File: config.mk
export PLATFORM = sky130hd
export DESIGN_NAME = oct_decide
export DESIGN_NICKNAME = d
export VERILOG_FILES = /design/src/rtl/oct_pkg.sv /design/src/rtl/oct_decide.sv
export SDC_FILE = /design/constraint.sdc
export NUM_CORES = 1
export LEC_CHECK = 0
export ABC_AREA = 1
export BUFFER_PORTS_ARGS = -buffer_cell sky130_fd_sc_hd__buf_2
export CAP_MARGIN = 30
export CORE_AREA = 2 2 82 84
export DETAILED_ROUTE_END_ITERATION = 10
export DIE_AREA = 0 0 84 86
export GPL_TIMING_DRIVEN = 0
export MAX_ROUTING_LAYER = met4
export PLACE_DENSITY = 0.83
export REMOVE_ABC_BUFFERS = 1
export SETUP_SLACK_MARGIN = 0.3
export SLEW_MARGIN = 10
export SYNTH_ARGS = -nofsm -noshare
export SYNTH_HDL_FRONTEND = slang
export SYNTH_SLANG_ARGS = --single-unit
File: constraint.sdc
create_clock -name vclk -period 19.5
set_input_delay 5.85 -clock vclk [all_inputs]
set_output_delay 5.85 -clock vclk [all_outputs]
set_load 0.01 [all_outputs]
File: src/rtl/oct_pkg.sv
`timescale 1ns / 1ps
// Shared types, constants and helpers for the owner cookie table.
// Used by oct_cell_array, oct_decide and owner_cookie_table; depends on nothing.
package oct_pkg;

   localparam int ENTRIES    = 64;
   localparam int IDX_W      = (ENTRIES > 1) ? $clog2(ENTRIES) : 1;
   localparam int KEY_W      = 22;
   localparam int COOKIE_W   = 64;
   localparam int STATUS_W   = 3;
   localparam int OUT_IDX_W  = 6;
   localparam int REQ_DATA_W = ((KEY_W + COOKIE_W + 7) / 8) * 8;
   localparam int RSP_DATA_W = ((STATUS_W + OUT_IDX_W + 7) / 8) * 8;

   localparam logic KIND_LOOKUP = 1'b0;
   localparam logic KIND_DELETE = 1'b1;

   typedef enum logic [STATUS_W-1:0] {
      ST_FOUND     = 3'd0,
      ST_INSERTED  = 3'd1,
      ST_DENIED    = 3'd2,
      ST_FULL      = 3'd3,
      ST_DELETED   = 3'd4,
      ST_NOT_FOUND = 3'd5
   } status_type;

   // Table write command: set loads key and cookie and marks valid, clr drops valid.
   typedef struct packed {
      logic             set;
      logic             clr;
      logic [IDX_W-1:0] idx;
   } slot_cmd_type;

   // Lowest set bit of a slot vector.
   function automatic logic [IDX_W-1:0] lowest_index(input logic [ENTRIES-1:0] vec);
      logic [IDX_W-1:0] idx;
      idx = '0;
      for (int i = ENTRIES - 1; i >= 0; i--) begin
         if (vec[i]) begin
            idx = IDX_W'(i);
         end
      end
      return idx;
   endfunction

   // Low bits of a slot number, zero extended when the table is narrow.
   function automatic logic [OUT_IDX_W-1:0] out_index(input logic [IDX_W-1:0] idx);
      logic [IDX_W+OUT_IDX_W-1:0] wide;
      wide = {{OUT_IDX_W{1'b0}}, idx};
      return wide[OUT_IDX_W-1:0];
   endfunction

endpackage

File: src/rtl/oct_decide.sv
`timescale 1ns / 1ps
// Outcome logic: encode hit and free slots, pick the status and the table write.
// Depends on oct_pkg.
module oct_decide (
   input  logic                               active,
   input  logic                               kind,
   input  logic [oct_pkg::ENTRIES-1:0]        hit_vec,
   input  logic [oct_pkg::ENTRIES-1:0]        ceq_vec,
   input  logic [oct_pkg::ENTRIES-1:0]        free_vec,
   output oct_pkg::status_type                status,
   output logic [oct_pkg::OUT_IDX_W-1:0]      entry_index,
   output oct_pkg::slot_cmd_type              cmd
);

   logic                      hit_any;
   logic                      free_any;
   logic [oct_pkg::IDX_W-1:0] hit_idx;
   logic [oct_pkg::IDX_W-1:0] free_idx;

   assign hit_any  = |hit_vec;
   assign free_any = |free_vec;
   assign hit_idx  = oct_pkg::lowest_index(hit_vec);
   assign free_idx = oct_pkg::lowest_index(free_vec);

   always_comb begin
      status      = oct_pkg::ST_NOT_FOUND;
      entry_index = '0;
      cmd.set     = 1'b0;
      cmd.clr     = 1'b0;
      cmd.idx     = hit_idx;
      case (kind)
         oct_pkg::KIND_LOOKUP: begin
            if (hit_any) begin
               if (ceq_vec[hit_idx]) begin
                  status      = oct_pkg::ST_FOUND;
                  entry_index = oct_pkg::out_index(hit_idx);
               end else begin
                  status = oct_pkg::ST_DENIED;
               end
            end else if (free_any) begin
               status      = oct_pkg::ST_INSERTED;
               entry_index = oct_pkg::out_index(free_idx);
               cmd.set     = active;
               cmd.idx     = free_idx;
            end else begin
               status = oct_pkg::ST_FULL;
            end
         end
         oct_pkg::KIND_DELETE: begin
            if (hit_any) begin
               status      = oct_pkg::ST_DELETED;
               entry_index = oct_pkg::out_index(hit_idx);
               cmd.clr     = active;
            end
         end
         default: begin
            status = oct_pkg::ST_NOT_FOUND;
         end
      endcase
   end

endmodule
# ---- Word-level counts from Yosys, hierarchy flattened
# Index checks and enable logic that the tools add are counted.
dict set report totals {
  register_bits 0
  in_bits 194
  out_inout_bits 17
  elab_cells 152
}
dict set report classes {
  order_cmp 1
  n_mux 148
  bitwise 1
  reduce_logical 2
}
# op count
set op_table {}
lappend op_table {{6-bit two-way mux} 135}
lappend op_table {{64-bit OR reduction} 2}
lappend op_table {{6-bit one-hot mux with 2 select lines} 1}
lappend op_table {{6-bit by 7-bit < comparator with 1-bit output, second input constant} 1}
lappend op_table {{1-bit two-way mux} 7}
lappend op_table {{1-bit binary-select mux with 6-bit select} 1}
lappend op_table {{3-bit one-hot mux with 2 select lines} 1}
lappend op_table {{2-bit two-way mux} 2}
lappend op_table {{3-bit two-way mux} 1}
lappend op_table {{1-bit inverter} 1}

# ---- Longest topological paths before layout
dict set report depth {
  word_depth 69
  depth_mapped 75
  mapped_depth_nobuf 75
}

# ---- Least setup slack after synthesis
# Ideal clock, no wire load.
dict set report synth_timing {
  path_kind {input to output}
  from {input hit_vec[62] (netlist name)}
  to {output entry_index[2] (netlist name)}
  t_arrival_ns 9.486
  required_ns 13.650
  path_slack_ns 4.164
  cell_stages 74
  n_path_buf 1
  path_cell_list {inv_1 > nand2_1 > nand2_1 > nand2_1 > nand2_1 > nand2_1 > nand2_1 > nand2_1 > nand2_1 > nand2_1 > nand2_1 > nand2_1 > nand2_1 > nand2_1 > nand2_1 > nand2_1 > nand2_1 > nand2_1 > [... 38 more ...] > nand2_1 > nand2_1 > nand2_1 > nand2_1 > nand2_1 > nand2_2 > nand2_4 > buf_2 > nand3_1 > nand3_1 > nand3_1 > nand3_1 > nand3_1 > nand3_2 > nand2_2 > nand2_2 > nand2_1 > nand2_1}
}
dict set report synth_between {
  elab_chain_cells 68
  word_cells_on_any_way 70
  classes_between {mux (69); reduce/logical (1)}
}
# item line
set synth_lines {}
lappend synth_lines {{start, declared} oct_decide.sv:7} ;# input logic [oct_pkg::ENTRIES-1:0] hit_vec,
lappend synth_lines {{6-bit two-way mux (63 in a row)} oct_pkg.sv:39} ;# if (vec[i]) begin
lappend synth_lines {{1-bit binary-select mux with 6-bit select} oct_decide.sv:34} ;# if (ceq_vec[hit_idx]) begin
lappend synth_lines {{1-bit two-way mux (implied by the code)} oct_decide.sv:34}
lappend synth_lines {{6-bit two-way mux} oct_decide.sv:34}
lappend synth_lines {{6-bit two-way mux} oct_decide.sv:33} ;# if (hit_any) begin
lappend synth_lines {{6-bit one-hot mux with 2 select lines *} oct_decide.sv:31} ;# case (kind)
lappend synth_lines {{end, declared} oct_decide.sv:11} ;# output logic [oct_pkg::OUT_IDX_W-1:0] entry_index,
# Every way passes the cells marked *; elsewhere a longest branch is shown, timed or not. The select of a mux whose other input is x is not followed.

# ---- Final worst setup path
# Ends and elaborated chain as after synthesis.

==> out/qor.yml <==
power.share.sequential_pct: 0
dr.pass1.iters: 4
worst_slew_pin_slew_ps: 689
critical_path.top_delay_family: "simple AND/OR/NAND/NOR gates"
place_inst: 877
drv_cap: 0
worstHoldStart: "kind"
hold_depth: 2
endpoint_kind: "output port"
power_uw: 62.1
fin_crit_ps: 16450
drc: 0
syn_area_um2: 2540
diodes: 0
p_leak_nw: 2.36
setup_viol: 0
preCtsSetupSlack_ps: 3050
grtUsageTotal_pct: 24.3
viasPerCell: 4.69
nFillCells: 718
slew_headroom_pct: 54.0
clkPwrFrac_pct: 0
area_delta_synth_final_pct: 42.7
met2WireLength_um: 4410
synth_warnings: 0
finalMaxSlewViolations: 0
ctsResizeCount: 0
synth.distinct_cells: 27
hold_viol: 0
wl_um: 8860
grt.overflow.total: 0
clkbuf_count: 0
drive_gt1_share_pct: 28.1
seq_area_um2: 0
netSwitchingFraction_pct: 54.2
wl_per_cell_um: 10.1
start_util_pct: 40.4
start_kind: "input port"
avgSynthCellArea_um2: 4.24
vias: 4112
worstSetupPathDepth: 77
core_area_um2: 6280
whs_ps: 11960
hold_class: "in -> out"
place_area_um2: 3620
period_share_pct: 84.4
cts_hold_buf: 0
port_buffers: 211
peakVddDrop_mv: 0.0106
grt_max_degree: 35
p_sw_uw: 33.6
cp_common_cell: "nand2_1"
cpPeakStageDelay_ps: 270
layout_common_cells: "219 x nand2_1, 211 x buf_2, 119 x nor2_1"
rsz0062_at_grt: "false"
die_h_um: 86
criticalPathCategory: "in -> out"
pin_count: 211
grt_pass1_wl_um: 15100
wl_met3_um: 591
grt_pass1_vias: 3789
hold_end: "status[2]"
final_area_um2: 3620
drt-initial-drc-count: 106
fmax_mhz: 60.8
outcome: "finished clean"
place_hpwl_um: 7790
finalNonFillerCells: 877
path_buf_inv: 4
fin_util_pct: 57.7
design.seq.count: 0
wl_met1_um: 3780
setup_ws_ps: 3050
powerDensity_nw_per_um2: 17.2
p_comb_share_pct: 100.0
fin_setup_tns_ps: 0
postCtsSetupBuffers: 0
fp-row-count: 29
ant_nets: 0
ys_seq_area_share_pct: 0
place.gp.congestion: 0.918
cp_max_fo: 34
antenna_found_initial: 0
intPower_uw: 28.5
final_common_cell: "nand2_1"
top_layer_used: "met4"
layout.nets: 996
cp_slowest_cell: "nand2_4"
worstPathRequired_ps: 13650
cp.arrival_ps: 10600
postSynthCellCount: 599
dieArea_um2: 7220
die_w_um: 84
cells in the mapped netlist:
master    count  share of area [%]
a21boi_0      1               0.30
a21oi_1       5               0.99
a21oi_2       1               0.35
a311oi_1      2               0.69
a31oi_1       3               0.74
buf_2         4               0.79
buf_4         1               0.30
buf_6         3                1.3
clkbuf_1      2               0.30
clkinv_1      3               0.44
inv_1        95                 14
inv_2         7                1.0
nand2_1     219                 32
nand2_2       3               0.74
nand2_4       2               0.89
nand3_1      97                 19
nand3_2       1               0.39
nand4_1       3               0.74
nor2_1      119                 18
nor3_1        5               0.99
nor4_1        7                1.7
o21a_1        1               0.30
o21ai_0       5               0.99
o21ai_1       2               0.39
o21bai_1      5                1.5
o311ai_0      1               0.35
o31ai_1       2               0.59
cells by family after synthesis:
family / share of synthesized area (%)
AOI/OAI and AO/OA: 7.15
and+or+nand+nor: 74.6
buffers and inverters: 18.2
layout make-up:
cell class | instances | area [µm²] | share of cell area (%)
Timing Repair Buffer | 211 | 1060 | 29.2
Tap cell | 77 | 96.3 | 2.66
Multi-Input combinational cell | 484 | 2070 | 57.3
Inverter | 105 | 394 | 10.9
layer usage:
layer	up-vias	global-route usage, %
li1	2251	-
met1	1719	27.2
met2	136	47.9
met3	6	2.50
met4	0	2.64
met5	-	-
power groups by stage:
stage / clock network (mW) / logic [mW] / registers, mW
floorplan: 0 / 0.0326 / 0
global placement: 0 / 0.0612 / 0
detailed placement: 0 / 0.0620 / 0
CTS: 0 / 0.0623 / 0
global route: 0 / 0.0716 / 0
finish: 0 / 0.0621 / 0
how the worst max path moves through the flow:
stage                 from        endpoint  slack, ps
3_3_place_gp   hit_vec[62]  entry_index[2]       3080
4_1_cts        hit_vec[62]  entry_index[2]       3020
6_report       hit_vec[62]  entry_index[2]       3050
2_1_floorplan  hit_vec[62]  entry_index[2]       3940
5_1_grt        hit_vec[62]  entry_index[1]       2140
3_5_place_dp   hit_vec[62]  entry_index[2]       3050
(Power assumes the default switching activity.)
